### src/sv/svd_pkg.sv
// Shared types, constants and state encodings for the surface vector decomposition block.
package svd_pkg;

    localparam int COORD_BITS = 24;
    localparam int OUT_BITS   = 32;
    localparam int SUM_BITS   = 64;

    typedef logic signed [COORD_BITS-1:0] t_coord;
    typedef logic signed [OUT_BITS-1:0]   t_comp;
    typedef logic signed [SUM_BITS-1:0]   t_sum;

    localparam logic OP_CELL   = 1'b0;
    localparam logic OP_VECTOR = 1'b1;

    localparam t_sum SUM_MAX = 64'sh7FFF_FFFF_FFFF_FFFF;
    localparam t_sum SUM_MIN = 64'sh8000_0000_0000_0001;

    typedef struct packed {
        logic   opcode;
        logic   cell_supported;
        t_coord corner_a_x;
        t_coord corner_a_y;
        t_coord corner_a_z;
        t_coord corner_b_x;
        t_coord corner_b_y;
        t_coord corner_b_z;
        t_coord corner_c_x;
        t_coord corner_c_y;
        t_coord corner_c_z;
    } t_in_word;

    typedef struct packed {
        t_comp par_x;
        t_comp par_y;
        t_comp par_z;
        t_comp perp_x;
        t_comp perp_y;
        t_comp perp_z;
        logic  bad_cell;
        logic  zero_normal;
    } t_out_word;

    // One closed point handed from the front to the back.
    typedef struct packed {
        t_sum   sum_x;
        t_sum   sum_y;
        t_sum   sum_z;
        logic   bad_cell;
        t_coord vec_x;
        t_coord vec_y;
        t_coord vec_z;
    } t_point;

    typedef struct packed {
        logic full;
        logic empty;
    } t_queue_status;

    typedef enum logic [2:0] {
        F_IDLE,
        F_EDGE,
        F_MUL,
        F_ADD,
        F_PUSH
    } t_front_state;

    typedef enum logic [3:0] {
        B_IDLE,
        B_MAX,
        B_NORM,
        B_SQ_MUL,
        B_SQ_ADD,
        B_SQRT,
        B_DIV_SETUP,
        B_DIV,
        B_DOT_MUL,
        B_DOT_ADD,
        B_RND,
        B_PRJ_MUL,
        B_PRJ_ADD,
        B_OUT
    } t_back_state;

endpackage

### src/sv/svd_queue.sv
// Two-entry queue of closed points between the front and the back.
module svd_queue (
    input  logic                   i_clk,
    input  logic                   i_rst_n,
    input  logic                   i_push,
    input  svd_pkg::t_point        i_point,
    input  logic                   i_pop,
    output svd_pkg::t_point        o_point,
    output svd_pkg::t_queue_status o_status
);

    localparam int DEPTH = 2;
    localparam int PTR_W = $clog2(DEPTH);
    localparam int CNT_W = $clog2(DEPTH + 1);

    svd_pkg::t_point   r_mem [DEPTH];
    logic [PTR_W-1:0]  r_wr, r_rd;
    logic [CNT_W-1:0]  r_count;

    assign o_point        = r_mem[r_rd];
    assign o_status.full  = (r_count == CNT_W'(DEPTH));
    assign o_status.empty = (r_count == '0);

    always_ff @(posedge i_clk) begin
        if (!i_rst_n) begin
            r_wr    <= '0;
            r_rd    <= '0;
            r_count <= '0;
        end else begin
            if (i_push) begin
                r_mem[r_wr] <= i_point;
                r_wr        <= (r_wr == PTR_W'(DEPTH - 1)) ? '0 : r_wr + PTR_W'(1);
            end
            if (i_pop) begin
                r_rd <= (r_rd == PTR_W'(DEPTH - 1)) ? '0 : r_rd + PTR_W'(1);
            end
            if (i_push && !i_pop) begin
                r_count <= r_count + CNT_W'(1);
            end else if (i_pop && !i_push) begin
                r_count <= r_count - CNT_W'(1);
            end
        end
    end

    a_no_overflow: assert property (@(posedge i_clk) disable iff (!i_rst_n)
        i_push |-> !o_status.full) else $error("push into a full point queue");
    a_no_underflow: assert property (@(posedge i_clk) disable iff (!i_rst_n)
        i_pop |-> !o_status.empty) else $error("pop from an empty point queue");
    a_count_range: assert property (@(posedge i_clk) disable iff (!i_rst_n)
        r_count <= CNT_W'(DEPTH)) else $error("point queue count out of range");

endmodule

### config.mk
export PLATFORM = sky130hd
export DESIGN_NAME = svd_queue
export DESIGN_NICKNAME = d
export VERILOG_FILES = /design/src/sv/svd_pkg.sv /design/src/sv/svd_queue.sv
export SDC_FILE = /design/constraint.sdc
export NUM_CORES = 1
export LEC_CHECK = 0
export CORE_UTILIZATION = 40
export DETAILED_ROUTE_END_ITERATION = 16
export DONT_BUFFER_PORTS = 1
export PLACE_DENSITY = 0.56
export SLEW_MARGIN = 20
export SYNTH_ARGS = -nofsm -noshare
export SYNTH_HDL_FRONTEND = slang
export SYNTH_SLANG_ARGS = --single-unit
### constraint.sdc
create_clock -name i_clk -period 19.6 [get_ports i_clk]
set_input_delay 0.98 -clock i_clk [delete_from_list [all_inputs] [get_ports i_clk]]
set_output_delay 0.98 -clock i_clk [all_outputs]
set_load 0.02 [all_outputs]
# --- Word level (Yosys, flattened, before mapping) ---
# Memory sizes are Yosys's and may differ from the RTL's. A register that Yosys moved wholly into a read port is not among the register bits.
# Cells that the tools add are included.
word_totals:
  reg_bits: 4
  ram_bits: 530
  in_bits: 269
  n_memories: 1
classes:
  add_sub_neg: 4
  n_eq_ne: 1
  muxes: 9
  n_reduce_logical: 6
mem_list:
  columns: ["memory", "words", "width", "read_ports", "rd_clocked_by_memory_dff", "write_ports", "line", "source"]
  rows:
  - ["r_mem", 2, 265, 1, 1, 1, "svd_queue.sv:16", "svd_pkg::t_point r_mem [DEPTH];"]
op_table:
  columns: ["operator", "n"]
  rows:
  - ["$mux 1", 7]
  - ["$mux 2", 2]
  - ["$add 1x1->1 const B", 2]
  - ["$add 2x1->2 const B", 1]
  - ["$eq 2x2->1 const B", 1]
  - ["$logic_and 1x1->1", 2]
  - ["$logic_not 1->1", 2]
  - ["$logic_not 2->1", 1]
  - ["$reduce_bool 2->1", 1]
  - ["$sub 2x1->2 const B", 1]

# --- Logic depth before layout (Yosys ltp) ---
depth:
  word_depth: 4
  mapped_depth: 5
  ltp_nobuf: 5

# --- Worst setup path before layout ---
# No wires, ideal clock.
synth_timing:
  path_type: "input port to flip-flop"
  start: "input port i_rst_n"
  end: "memory r_mem[0][0] in the netlist's numbering, enable pin"
  setup_time_ns: 0.904
  arrival_time_ns: 12.145
  required_time_ns: 18.696
  path_slack_ns: 6.551
  stages: 2
  path_cell_list: "nand2_1 nor2_1"
synth_via:
  elab_chain_len: 2
synth_rtl:
  columns: ["item", "line", "source"]
  rows:
  - ["from (decl)", "svd_queue.sv:4", "input logic i_rst_n,"]
  - ["$mux 1", "svd_queue.sv:25", "if (!i_rst_n) begin"]
  - ["$mux 1 (not written as such)", "svd_queue.sv:31", "r_mem[r_wr] <= i_point;"]
  - ["to (decl)", "svd_queue.sv:16", null]
# No other way between the ends.

==> metrics.cfg <==
[layout]
seq_area_sq_um = 16020
synthToLayoutAreaGrowth_pct = 11.58
nNetsFinal = 1154
layout_common_cells = edfxtp_1, mux2_2, clkbuf_16
multiInputGateArea_sq_um = 3112
drive_gt1_share_pct = 37.38
final_common_cell = edfxtp_1
nFillCells = 4012
fin_area_sq_um = 21690
finalNonFillerCells = 1538
n_antenna_cell = 0

[logic_synthesis]
synthCells = 847
ys_seq_area_share_pct = 82.39
synth_cell_types = 17
yosysTopAreaCell = edfxtp_1
synth.top_cell.area_share_pct = 81.87
ys_ff_latch = 535
synth_area_sq_um = 19440
ys.warnings.count = 0
syn_area_per_cell_sq_um = 22.95
synth.area.top_cells = edfxtp_1, mux2_2, buf_6, dfxtp_1, xor2_1
synth_fp_nets = 1117

[global_route]
grt_start_max_net_pins = 86
grt_pass1_vias = 8287
grt_pass1_wl_um = 56590
globalRoute.totalOverflow = 0
antenna_found_initial = 0
grt_use_total_pct = 15.70

[placement]
place_area_sq_um = 19980
port_buffers = 0
place_hpwl_um = 27970
dp.cells = 1443
gp_congestion = 0.8570

[critical_path]
path_max_fanout = 74
crit_family = buffers and inverters
critical_path_class = flop to output port
worst_path_most_repeated_cell = buf_4
timing.rr.start = r_wr$_SDFFE_PN0P_
endpoint_kind = output port
path_buf_inv = 2
worst-r2r-cell-count = 3
cp-start-kind = flop
crit_cells = 3
arrival_ns = 3.52
critical_path.slowest_cell = buf_4
critPathRequiredTime_ns = 18.62
crit_path_max_incr_delay_ns = 0.79
cp_cell_sequence = buf_4 -> buf_4 -> mux2_2

[cts]
clk_pin_slew_worst_paths_ns = 0.06
clk_latency_ns = 0.58
cts_buffer_depth = 3
cts_hold_buffers = 0
cts.sinks = 535
post_cts_buffers = 0
cts.htree.levels = 2
cts_tree = built
cts_root_buffer = clkbuf_16
cts_inserted_buffers = 54
cts_resized = 0

[hold_path]
hold_depth = 0
hold_class = input pin to flop
hold_start = i_point[51]

[power]
vdd_drop_max_mv = 0.08054
powerDensity_nw_per_um2 = 115.4
total_power_mw = 2.503
p_leak_nw = 6.844

[floorplanning]
num_rows = 80
initial_core_util_pct = 40.63
design.die.area_sq_um = 49480
core-area_sq_um = 47850
dieWidth_um = 222.4
ioPinCount = 536
die-height_um = 222.4

[sta]
finalSetupViolCount = 0
finalMaxSlewViolations = 0
finalClockSkew_ns = 0.008284
grt_setup_unrepaired = false
worstMarginPinSlew_ns = 1.005
slew_headroom_pct = 32.98
period_share_pct = 22.98
fin_setup_tns_ns = 0
hold_viol = 0
clock.fmax_ghz = 0.2220
fin_crit_ns = 4.504

[drt]
dr_total_vias = 7883
drc = 0
ant_nets = 0
routed_wl_um = 40460
wl_per_cell_um = 26.31
first_pass_iters = 4
drt_first_iter_violations = 420
avgViaCountPerCell = 5.125

[job]
maxCapViolCount = 0

[run_status]
status = completed

## registers in the layout, summed over array words and instances (netlist names), named ones only
| name | flops |
|---|---|
| r_rd | 1 |
| r_wr | 1 |
| r_count | 2 |
| r_mem | 530 |
## worst paths after layout
check                            endpoint  slack, ns
hold / removal     r_mem[0][51]$_DFFE_PP_       0.49
setup reg to reg  r_mem[1][189]$_DFFE_PP_      16.20
setup / recovery              o_point[88]      15.10
hold reg to reg   r_count[1]$_SDFFE_PN0P_       0.52
## cell families (layout without fill, tap and decap cells)
group	count (synthesis)	in the layout	share of synthesized area (%)
adder cells (fa/ha/maj)	1	1	0.06436
AO/OA/AOI/OAI	2	2	0.06436
flip-flops	535	535	82.39
buffers and inverters	30	106	1.667
AND/OR/NAND/NOR	10	10	0.2833
multiplexers	265	265	15.35
XOR/XNOR	4	4	0.1803
## through the flow
stage	hold WS, ns	setup slack, ns	util (%)
5_1_grt	0.4510	14.83	45.33
3_3_place_gp	0.5120	15.57	41.76
2_1_floorplan	0.4729	6.551	-
6_report	0.4904	15.10	45.33
4_1_cts	0.4415	15.01	45.33
3_5_place_dp	0.5122	15.56	41.77
## layout make-up
| cell class | count | area share, % |
|---|---|---|
| sequential | 535 | 73.86 |
| timing repair buffer | 10 | 0.3634 |
| clock inverter | 24 | 1.050 |
| clock buffer | 71 | 6.819 |
| inverter | 1 | 0.01731 |
| multi-input combinational | 282 | 14.35 |
| tap | 615 | 3.548 |
## per-layer routing
metal / global-route usage [%] / wire length [um]
met5: 0 / 0
met3: 9.191 / 5462
met1: 15.50 / 13220
met2: 26.95 / 20680
met4: 5.940 / 1100
## synthesized netlist by cell type
cell and number:
nor2_1 2, nor2b_1 1, o21ai_0 1, xor2_1 3, dfxtp_1 5, a21boi_0 1
mux2_2 265, and3_1 1, and2_1 4, inv_1 1, or3_1 1, edfxtp_1 530
nand2_1 1, xnor2_1 1, ha_1 1, buf_6 28, buf_2 1
## power by group
group	internal (mW)	total (mW)	switching [mW]	leakage [nW]
Clock	0.590	0.988	0.397	0.831
Combinational	0.0581	0.190	0.132	1.10
Sequential	1.31	1.32	0.0152	4.91
Note: power is estimated with default switching activity, not from simulation.
