===== config.mk =====
export PLATFORM = sky130hd
export DESIGN_NAME = svd_front
export DESIGN_NICKNAME = d
export VERILOG_FILES = /design/src/sv/svd_pkg.sv /design/src/sv/svd_front.sv
export SDC_FILE = /design/constraint.sdc
export NUM_CORES = 2
export LEC_CHECK = 0
export BUFFER_PORTS_ARGS = -buffer_cell sky130_fd_sc_hd__buf_2
export CAP_MARGIN = 20
export CORE_MARGIN = 5
export CORE_UTILIZATION = 50
export DETAILED_ROUTE_END_ITERATION = 12
export PLACE_DENSITY = 0.72
export SLEW_MARGIN = 20
export SYNTH_ARGS = -nofsm -noshare
export SYNTH_HDL_FRONTEND = slang
export SYNTH_SLANG_ARGS = --single-unit

===== constraint.sdc =====
create_clock -name i_clk -period 70.8 [get_ports i_clk]
set_input_delay 3.54 -clock i_clk [delete_from_list [all_inputs] [get_ports i_clk]]
set_output_delay 3.54 -clock i_clk [all_outputs]
set_load 0.02 [all_outputs]

===== src/sv/svd_pkg.sv =====
// Shared types, constants and state encodings for the surface vector decomposition block.
package svd_pkg;

    localparam int COORD_BITS = 24;
    localparam int OUT_BITS   = 32;
    localparam int SUM_BITS   = 64;

    typedef logic signed [COORD_BITS-1:0] t_coord;
    typedef logic signed [OUT_BITS-1:0]   t_comp;
    typedef logic signed [SUM_BITS-1:0]   t_sum;

    localparam logic OP_CELL   = 1'b0;
    localparam logic OP_VECTOR = 1'b1;

    localparam t_sum SUM_MAX = 64'sh7FFF_FFFF_FFFF_FFFF;
    localparam t_sum SUM_MIN = 64'sh8000_0000_0000_0001;

    typedef struct packed {
        logic   opcode;
        logic   cell_supported;
        t_coord corner_a_x;
        t_coord corner_a_y;
        t_coord corner_a_z;
        t_coord corner_b_x;
        t_coord corner_b_y;
        t_coord corner_b_z;
        t_coord corner_c_x;
        t_coord corner_c_y;
        t_coord corner_c_z;
    } t_in_word;

    typedef struct packed {
        t_comp par_x;
        t_comp par_y;
        t_comp par_z;
        t_comp perp_x;
        t_comp perp_y;
        t_comp perp_z;
        logic  bad_cell;
        logic  zero_normal;
    } t_out_word;

    // One closed point handed from the front to the back.
    typedef struct packed {
        t_sum   sum_x;
        t_sum   sum_y;
        t_sum   sum_z;
        logic   bad_cell;
        t_coord vec_x;
        t_coord vec_y;
        t_coord vec_z;
    } t_point;

    typedef struct packed {
        logic full;
        logic empty;
    } t_queue_status;

    typedef enum logic [2:0] {
        F_IDLE,
        F_EDGE,
        F_MUL,
        F_ADD,
        F_PUSH
    } t_front_state;

    typedef enum logic [3:0] {
        B_IDLE,
        B_MAX,
        B_NORM,
        B_SQ_MUL,
        B_SQ_ADD,
        B_SQRT,
        B_DIV_SETUP,
        B_DIV,
        B_DOT_MUL,
        B_DOT_ADD,
        B_RND,
        B_PRJ_MUL,
        B_PRJ_ADD,
        B_OUT
    } t_back_state;

endpackage


===== src/sv/svd_front.sv =====
// Front part: accepts words, accumulates cell cross products and hands off closed points.
module svd_front (
    input  logic                  i_clk,
    input  logic                  i_rst_n,
    input  logic                  i_in_valid,
    output logic                  o_in_ready,
    input  svd_pkg::t_in_word     i_in_data,
    input  svd_pkg::t_queue_status i_q_status,
    output logic                  o_push,
    output svd_pkg::t_point       o_point
);

    localparam int EW = svd_pkg::COORD_BITS + 1;
    localparam logic signed [svd_pkg::SUM_BITS:0] WIDE_MAX =
        (svd_pkg::SUM_BITS+1)'(svd_pkg::SUM_MAX);
    localparam logic signed [svd_pkg::SUM_BITS:0] WIDE_MIN =
        (svd_pkg::SUM_BITS+1)'(svd_pkg::SUM_MIN);

    svd_pkg::t_front_state r_state, n_state;
    svd_pkg::t_in_word     r_item;
    logic signed [EW-1:0]  r_e1 [3];
    logic signed [EW-1:0]  r_e2 [3];
    svd_pkg::t_sum         r_p1, r_p2;
    svd_pkg::t_sum         r_sum [3];
    logic [1:0]            r_axis;
    logic                  r_err;

    logic                  w_accept;
    logic signed [EW-1:0]  w_m1a, w_m1b, w_m2a, w_m2b;
    logic signed [2*EW-1:0] w_prod1, w_prod2;
    svd_pkg::t_sum         w_term;
    logic signed [svd_pkg::SUM_BITS:0] w_wide;
    svd_pkg::t_sum         w_sat;

    assign w_accept = i_in_valid && o_in_ready;

    always_comb begin
        n_state = r_state;
        case (r_state)
            svd_pkg::F_IDLE: begin
                if (w_accept) begin
                    if (i_in_data.opcode == svd_pkg::OP_VECTOR) begin
                        n_state = svd_pkg::F_PUSH;
                    end else if (i_in_data.cell_supported) begin
                        n_state = svd_pkg::F_EDGE;
                    end
                end
            end
            svd_pkg::F_EDGE: n_state = svd_pkg::F_MUL;
            svd_pkg::F_MUL:  n_state = svd_pkg::F_ADD;
            svd_pkg::F_ADD: begin
                n_state = (r_axis == 2'd2) ? svd_pkg::F_IDLE : svd_pkg::F_MUL;
            end
            svd_pkg::F_PUSH: begin
                if (!i_q_status.full) begin
                    n_state = svd_pkg::F_IDLE;
                end
            end
            default: n_state = svd_pkg::F_IDLE;
        endcase
    end

    always_comb begin
        o_in_ready = (r_state == svd_pkg::F_IDLE);
        o_push     = (r_state == svd_pkg::F_PUSH) && !i_q_status.full;
    end

    // Operand pairs of the cross product (B-A) x (C-A), one axis at a time.
    always_comb begin
        case (r_axis)
            2'd1: begin
                w_m1a = r_e2[0]; w_m1b = r_e1[2];
                w_m2a = r_e1[0]; w_m2b = r_e2[2];
            end
            2'd2: begin
                w_m1a = r_e1[0]; w_m1b = r_e2[1];
                w_m2a = r_e2[0]; w_m2b = r_e1[1];
            end
            default: begin
                w_m1a = r_e1[1]; w_m1b = r_e2[2];
                w_m2a = r_e2[1]; w_m2b = r_e1[2];
            end
        endcase
        w_prod1 = w_m1a * w_m1b;
        w_prod2 = w_m2a * w_m2b;
        w_term  = r_p1 - r_p2;
        w_wide  = (svd_pkg::SUM_BITS+1)'(r_sum[r_axis]) + (svd_pkg::SUM_BITS+1)'(w_term);
        if (w_wide > WIDE_MAX) begin
            w_sat = svd_pkg::SUM_MAX;
        end else if (w_wide < WIDE_MIN) begin
            w_sat = svd_pkg::SUM_MIN;
        end else begin
            w_sat = w_wide[svd_pkg::SUM_BITS-1:0];
        end
    end

    always_ff @(posedge i_clk) begin
        if (!i_rst_n) begin
            r_state <= svd_pkg::F_IDLE;
            r_axis  <= 2'd0;
            r_err   <= 1'b0;
            for (int i = 0; i < 3; i++) begin
                r_sum[i] <= '0;
            end
        end else begin
            r_state <= n_state;
            if (w_accept) begin
                r_item <= i_in_data;
                if (i_in_data.opcode == svd_pkg::OP_CELL && !i_in_data.cell_supported) begin
                    r_err <= 1'b1;
                end
            end
            if (r_state == svd_pkg::F_EDGE) begin
                r_e1[0] <= EW'(r_item.corner_b_x) - EW'(r_item.corner_a_x);
                r_e1[1] <= EW'(r_item.corner_b_y) - EW'(r_item.corner_a_y);
                r_e1[2] <= EW'(r_item.corner_b_z) - EW'(r_item.corner_a_z);
                r_e2[0] <= EW'(r_item.corner_c_x) - EW'(r_item.corner_a_x);
                r_e2[1] <= EW'(r_item.corner_c_y) - EW'(r_item.corner_a_y);
                r_e2[2] <= EW'(r_item.corner_c_z) - EW'(r_item.corner_a_z);
                r_axis  <= 2'd0;
            end
            if (r_state == svd_pkg::F_MUL) begin
                r_p1 <= svd_pkg::SUM_BITS'(w_prod1);
                r_p2 <= svd_pkg::SUM_BITS'(w_prod2);
            end
            if (r_state == svd_pkg::F_ADD) begin
                r_sum[r_axis] <= w_sat;
                r_axis        <= (r_axis == 2'd2) ? 2'd0 : r_axis + 2'd1;
            end
            if (o_push) begin
                r_err <= 1'b0;
                for (int i = 0; i < 3; i++) begin
                    r_sum[i] <= '0;
                end
            end
        end
    end

    always_comb begin
        o_point.sum_x    = r_sum[0];
        o_point.sum_y    = r_sum[1];
        o_point.sum_z    = r_sum[2];
        o_point.bad_cell = r_err;
        o_point.vec_x    = r_item.corner_a_x;
        o_point.vec_y    = r_item.corner_a_y;
        o_point.vec_z    = r_item.corner_a_z;
    end

endmodule


# Word level (Yosys, flattened, before mapping)
# Memories as Yosys holds them, arrays and structs flattened. A register that Yosys moved wholly into a read port is not among the register bits.
# Index checks and enable logic that the tools add are counted.
dict set report word_totals {
  wordCells 90
  ram_bits 342
  register_bits 322
  out_inout_bits 267
  inputBits 223
  n_memories 3
}
# name words word_bits rd rd_clocked_by_memory_dff write_ports line_no
set mem_list {}
lappend mem_list {r_sum 3 64 4 1 3 svd_front.sv:24} ;# svd_pkg::t_sum r_sum [3];
lappend mem_list {r_e1 3 25 3 0 3 svd_front.sv:21} ;# logic signed [EW-1:0] r_e1 [3];
lappend mem_list {r_e2 3 25 3 0 3 svd_front.sv:22} ;# logic signed [EW-1:0] r_e2 [3];
dict set report op_classes {
  bitwise_logic 5
  addsub 9
  mul 2
  muxes 33
  eq_ne 9
  reduce_logical 13
  magnitude_cmp 2
}
# cell count
set ops {}
lappend ops {{64-bit 2-to-1 mux} 6}
lappend ops {{25-bit one-hot mux with 2 select lines} 4}
lappend ops {{24-bit by 24-bit subtractor with 25-bit output} 6}
lappend ops {{25-bit by 25-bit multiplier with 50-bit output} 2}
lappend ops {{64-bit by 51-bit adder with 65-bit output} 1}
lappend ops {{65-bit by 64-bit greater-than comparator with 1-bit output (second input constant)} 1}
lappend ops {{65-bit by 64-bit less-than comparator with 1-bit output (second input constant)} 1}
lappend ops {{64-bit OR reduction} 1}
lappend ops {{50-bit by 50-bit subtractor with 51-bit output} 1}
lappend ops {{3-bit one-hot mux with 5 select lines} 1}
lappend ops {{2-bit 2-to-1 mux} 7}
lappend ops {{3-bit 2-to-1 mux} 4}
lappend ops {{1-bit 2-to-1 mux} 11}
lappend ops {{3-bit by 2-bit == test with 1-bit output (second input constant)} 2}
lappend ops {{2-bit AND reduction} 3}
lappend ops {{3-bit by 1-bit == test with 1-bit output (second input constant)} 1}
lappend ops {{3-bit == test (second input constant)} 1}
lappend ops {{1-bit logical AND} 3}
lappend ops {{3-bit logical NOT} 1}
lappend ops {{3-bit by 1-bit != test with 1-bit output (second input constant)} 1}
lappend ops {{1-bit bitwise OR} 3}
lappend ops {{3-bit AND reduction} 1}
lappend ops {{2-bit by 1-bit adder with 2-bit output (second input constant)} 1}
lappend ops {{2-bit by 1-bit == test with 1-bit output (second input constant)} 1}
lappend ops {{7 further kinds} 9}

# Depth between registers and ports, before layout
dict set report logic_depth {
  depth_word 7
  mapped_depth 36
  ltp_nobuf 32
}

# Worst setup path after synthesis
# No wires, ideal clock.
dict set report synth_timing {
  path_kind {in2reg}
  from {input i_rst_n}
  to {register r_item, in the netlist o_point[0] (enable)}
  setup_slack_ps 45539
  setup_ps 1321
  n_path_buf 0
  t_required_ps 69479
  arrival_time_ps 23940
  path_stages 2
  path_cell_list {nand2b_1 nor4_1}
}
dict set report synth_between {
  elab_chain_cells 1
}
# item line_no
set synth_lines {}
lappend synth_lines {{from (decl)} svd_front.sv:4} ;# input logic i_rst_n,
lappend synth_lines {{2-bit AND reduction (no line)} -}
lappend synth_lines {{to (signal assigned)} svd_front.sv:108} ;# r_item <= i_in_data;
lappend synth_lines {{to (decl)} svd_front.sv:20} ;# svd_pkg::t_in_word r_item;
# No other way between the ends.
# A chain may end at the register's enable or synchronous reset.

# Worst setup path in the final report
dict set report layout_timing {
  from {register r_axis[0]}
  to {register r_p1[45], data pin}
}
dict set report layout_between {
  elab_chain_cells 3
  elab_cells_between_ends 5
  classes_between {mul: 1; eq/ne: 2; mux: 2}
}
# item line_no
set layout_lines {}
lappend layout_lines {{from (decl)} svd_front.sv:25} ;# logic [1:0] r_axis;
lappend layout_lines {{from (signal assigned)} svd_front.sv:128} ;# r_axis <= (r_axis == 2'd2) ? 2'd0 : r_axis + 2'd1;
lappend layout_lines {{2-bit == test or 2-bit by 1-bit == test with 1-bit output (tied branches)} svd_front.sv:70} ;# case (r_axis)
lappend layout_lines {{25-bit one-hot mux with 2 select lines} svd_front.sv:70}
lappend layout_lines {{25-bit by 25-bit multiplier with 50-bit output *} svd_front.sv:84} ;# w_prod1 = w_m1a * w_m1b;
lappend layout_lines {{named net w_prod1[45]} svd_front.sv:30} ;# logic signed [2*EW-1:0] w_prod1, w_prod2;
lappend layout_lines {{to (signal assigned)} svd_front.sv:123} ;# r_p1 <= svd_pkg::SUM_BITS'(w_prod1);
lappend layout_lines {{to (decl)} svd_front.sv:23} ;# svd_pkg::t_sum r_p1, r_p2;
# Mark *: on every way through the listed nets, which the timed path passes. The rest lies on a longest branch.

==> metrics.yaml <==
status:
  outcome: "completed"
floorplan:
  num_rows: 151
  die-area_sq_um: 179300
  core_area_sq_um: 169700
  dieWidth_um: 423.4
  start_util: 0.5036
  ioPinCount: 490
  die_h_um: 423.4
yosys:
  ys_ff_latch: 730
  ys_warn_count: 0
  ys_top_cells_by_count: "inv_1 (1676), fa_1 (1386), nor2_1 (1036)"
  synth_area_sq_um: 85440
  yosysMostFrequentCell: "inv_1"
  synth.yosys.seq_area_share: 0.2556
  yosys.area.top_type: "fa_1"
  synth_flop_cell: "edfxtp_1"
  synth.top_cell.area_share: 0.3247
  synth_area_leaders: "fa_1 (32%), edfxtp_1 (25%), inv_1 (7.4%)"
  synth_cell_types: 80
  synth-edff-count: 722
  async_reset_ff_frac: 0
  synth_area_per_cell_sq_um: 9.954
  syn_nets: 10690
  synthCells: 8584
placed_design:
  postPlaceCellArea_sq_um: 89920
  place.gp.congestion: 0.9762
  dp.final_hpwl_um: 210700
  numPortBuffers: 488
  pre_cts_slack_ns: 59.14
clock_tree:
  numCtsBuffers: 79
  h-tree-depth: 3
  path_clk_slew_ns: 0.06
  post_cts_buffers: 0
  clk_latency_ns: 0.71
  cts_hold_buf: 0
  max-clock-path-buffers: 3
  clock_sinks: 730
  cts_tree: "built"
  cts_resized: 0
  cts_root_buf: "clkbuf_16"
sta:
  finalSetupViolCount: 0
  setup_tns_ns: 0
  finalHoldViolations: 0
  finClkSkew_ns: 0.04043
  drv_slew: 0
  fin_crit_sh: 0.1662
  worst_slew_pin_slew_ns: 1.272
  rsz0062_at_grt: "false"
  layout_setup_ws_ns: 59.03
  relSlewSlack: 0.1518
  max_freq_mhz: 84.96
  min_period_ns: 11.77
route:
  drt_iter0_markers: 6211
  ant_nets: 0
  drt-wirelength-per-cell_um: 24.26
  drt_wl_total_um: 269700
  via_count: 64160
  first_pass_iters: 7
  vias_per_cell: 5.772
  route.detailed.drc: 0
worst_setup_path:
  critical_path_class: "reg -> reg"
  slowest_stage: "a21oi_4"
  critPathMaxStageDelay_ns: 0.84
  critPathBufInv: 9
  crit_arrival_ns: 12.25
  crit_path_start_kind: "flip-flop"
  worstPathMaxFanout: 219
  cpMostUsedCell: "inv_1"
  setup.worst_path.end_class: "flip-flop"
  cpLargestDelayFamily: "adder cells"
  cp.required_ns: 71.28
grt:
  grt_util_all_layers: 0.3002
  grt-ovfl-total: 0
  grt_pass1_vias: 66850
  grt_max_degree: 220
  antenna_found_initial: 8
  grt_pass1_wl_um: 405600
final_layout:
  areaGrowthSynthToFinish_pct: 8.255
  final_nets: 10940
  drive_gt1_frac: 0.1018
  num-fill-cells: 14760
  final_cell_area_sq_um: 92500
flow_run:
  maxCapViolCount: 0
min_path:
  hold_class: "reg -> reg"
==> final timing paths <==
check        slack, ns              startpoint            endpoint  cells past startpoint
max              59.03  r_axis[0]$_SDFFE_PN0N_  r_p1[45]$_DFFE_PP_                     33
min               0.49      r_err$_SDFFE_PP0P_  r_err$_SDFFE_PP0P_                      2
max reg2reg      59.03  r_axis[0]$_SDFFE_PN0N_  r_p1[45]$_DFFE_PP_                     33
min reg2reg       0.49      r_err$_SDFFE_PP0P_  r_err$_SDFFE_PP0P_                      2
==> layer usage <==
metal / wire, um / up-vias / global-route usage / part of all wire
li1: - / 27790 / - / -
met1: 102300 / 31730 / 0.3883 / 0.38
met2: 117300 / 3893 / 0.4579 / 0.44
met3: 33690 / 739 / 0.09982 / 0.12
met4: 16270 / 6 / 0.1430 / 0.060
met5: 55 / - / 0 / 0.00020
==> cells by family after synthesis <==
family / synth area share
multiplexers: 0.01797
AO/OA/AOI/OAI: 0.08298
buffers and inverters: 0.09704
XOR/XNOR: 0.02747
AND/OR/NAND/NOR: 0.1214
adder cells (fa/ha/maj): 0.3976
flip-flops: 0.2556
==> cells in the final DEF, fill, tap and decap left out, types with 108 or more instances in the layout <==
| cell type | instances |
|---|---|
| a21o_1 | 196 |
| a21oi_1 | 263 |
| buf_2 | 488 |
| buf_4 | 108 |
| edfxtp_1 | 722 |
| fa_1 | 1386 |
| ha_1 | 492 |
| inv_1 | 1676 |
| nand2_1 | 793 |
| nor2_1 | 1034 |
| nor3_1 | 248 |
| o21ai_0 | 143 |
| xnor2_1 | 200 |
==> sequential cells by signal, summed over array words and instances (netlist names), named ones only <==
register / cells
r_state: 3
o_point: 72
r_p2: 50
r_axis: 2
r_e1: 75
r_sum: 256
r_p1: 50
r_e2: 75
r_item: 144
r_err: 1
==> metrics by stage <==
step / hold WS, ns / instances / utilization
after detailed placement: 0.4970 / 10970 / 0.5300
after global routing: 0.5356 / 11110 / 0.5451
after CTS: 0.5092 / 11110 / 0.5449
after global placement: 0.4920 / 10970 / 0.5300
after floorplan: 0.4597 / 8584 / -
final: 0.4922 / 11120 / 0.5452
==> worst register-to-register path, delay by kind of cell, from the launching register on <==
family / cells / cell delay [ns]
simple gates: 6 / 1.79
fa+ha+maj: 9 / 4.58
compound gates: 8 / 3.10
flops: 1 / 0.41
xor+xnor: 1 / 0.31
buf+inv: 9 / 1.38
==> cell type report <==
type,instances,area (sq um),area share
clock buffer,98,2091,0.02260
clock inverter,42,441.7,0.004775
timing repair buffer,599,3308,0.03576
tap,2218,2775,0.03000
multi-input combinational,5748,55730,0.6025
inverter,1677,6295,0.06805
antenna,3,7.507,0.00008116
sequential,730,21850,0.2362
Power is not shown: default switching activity piles up to over one toggle a cycle in this logic, so the estimate is an artifact.
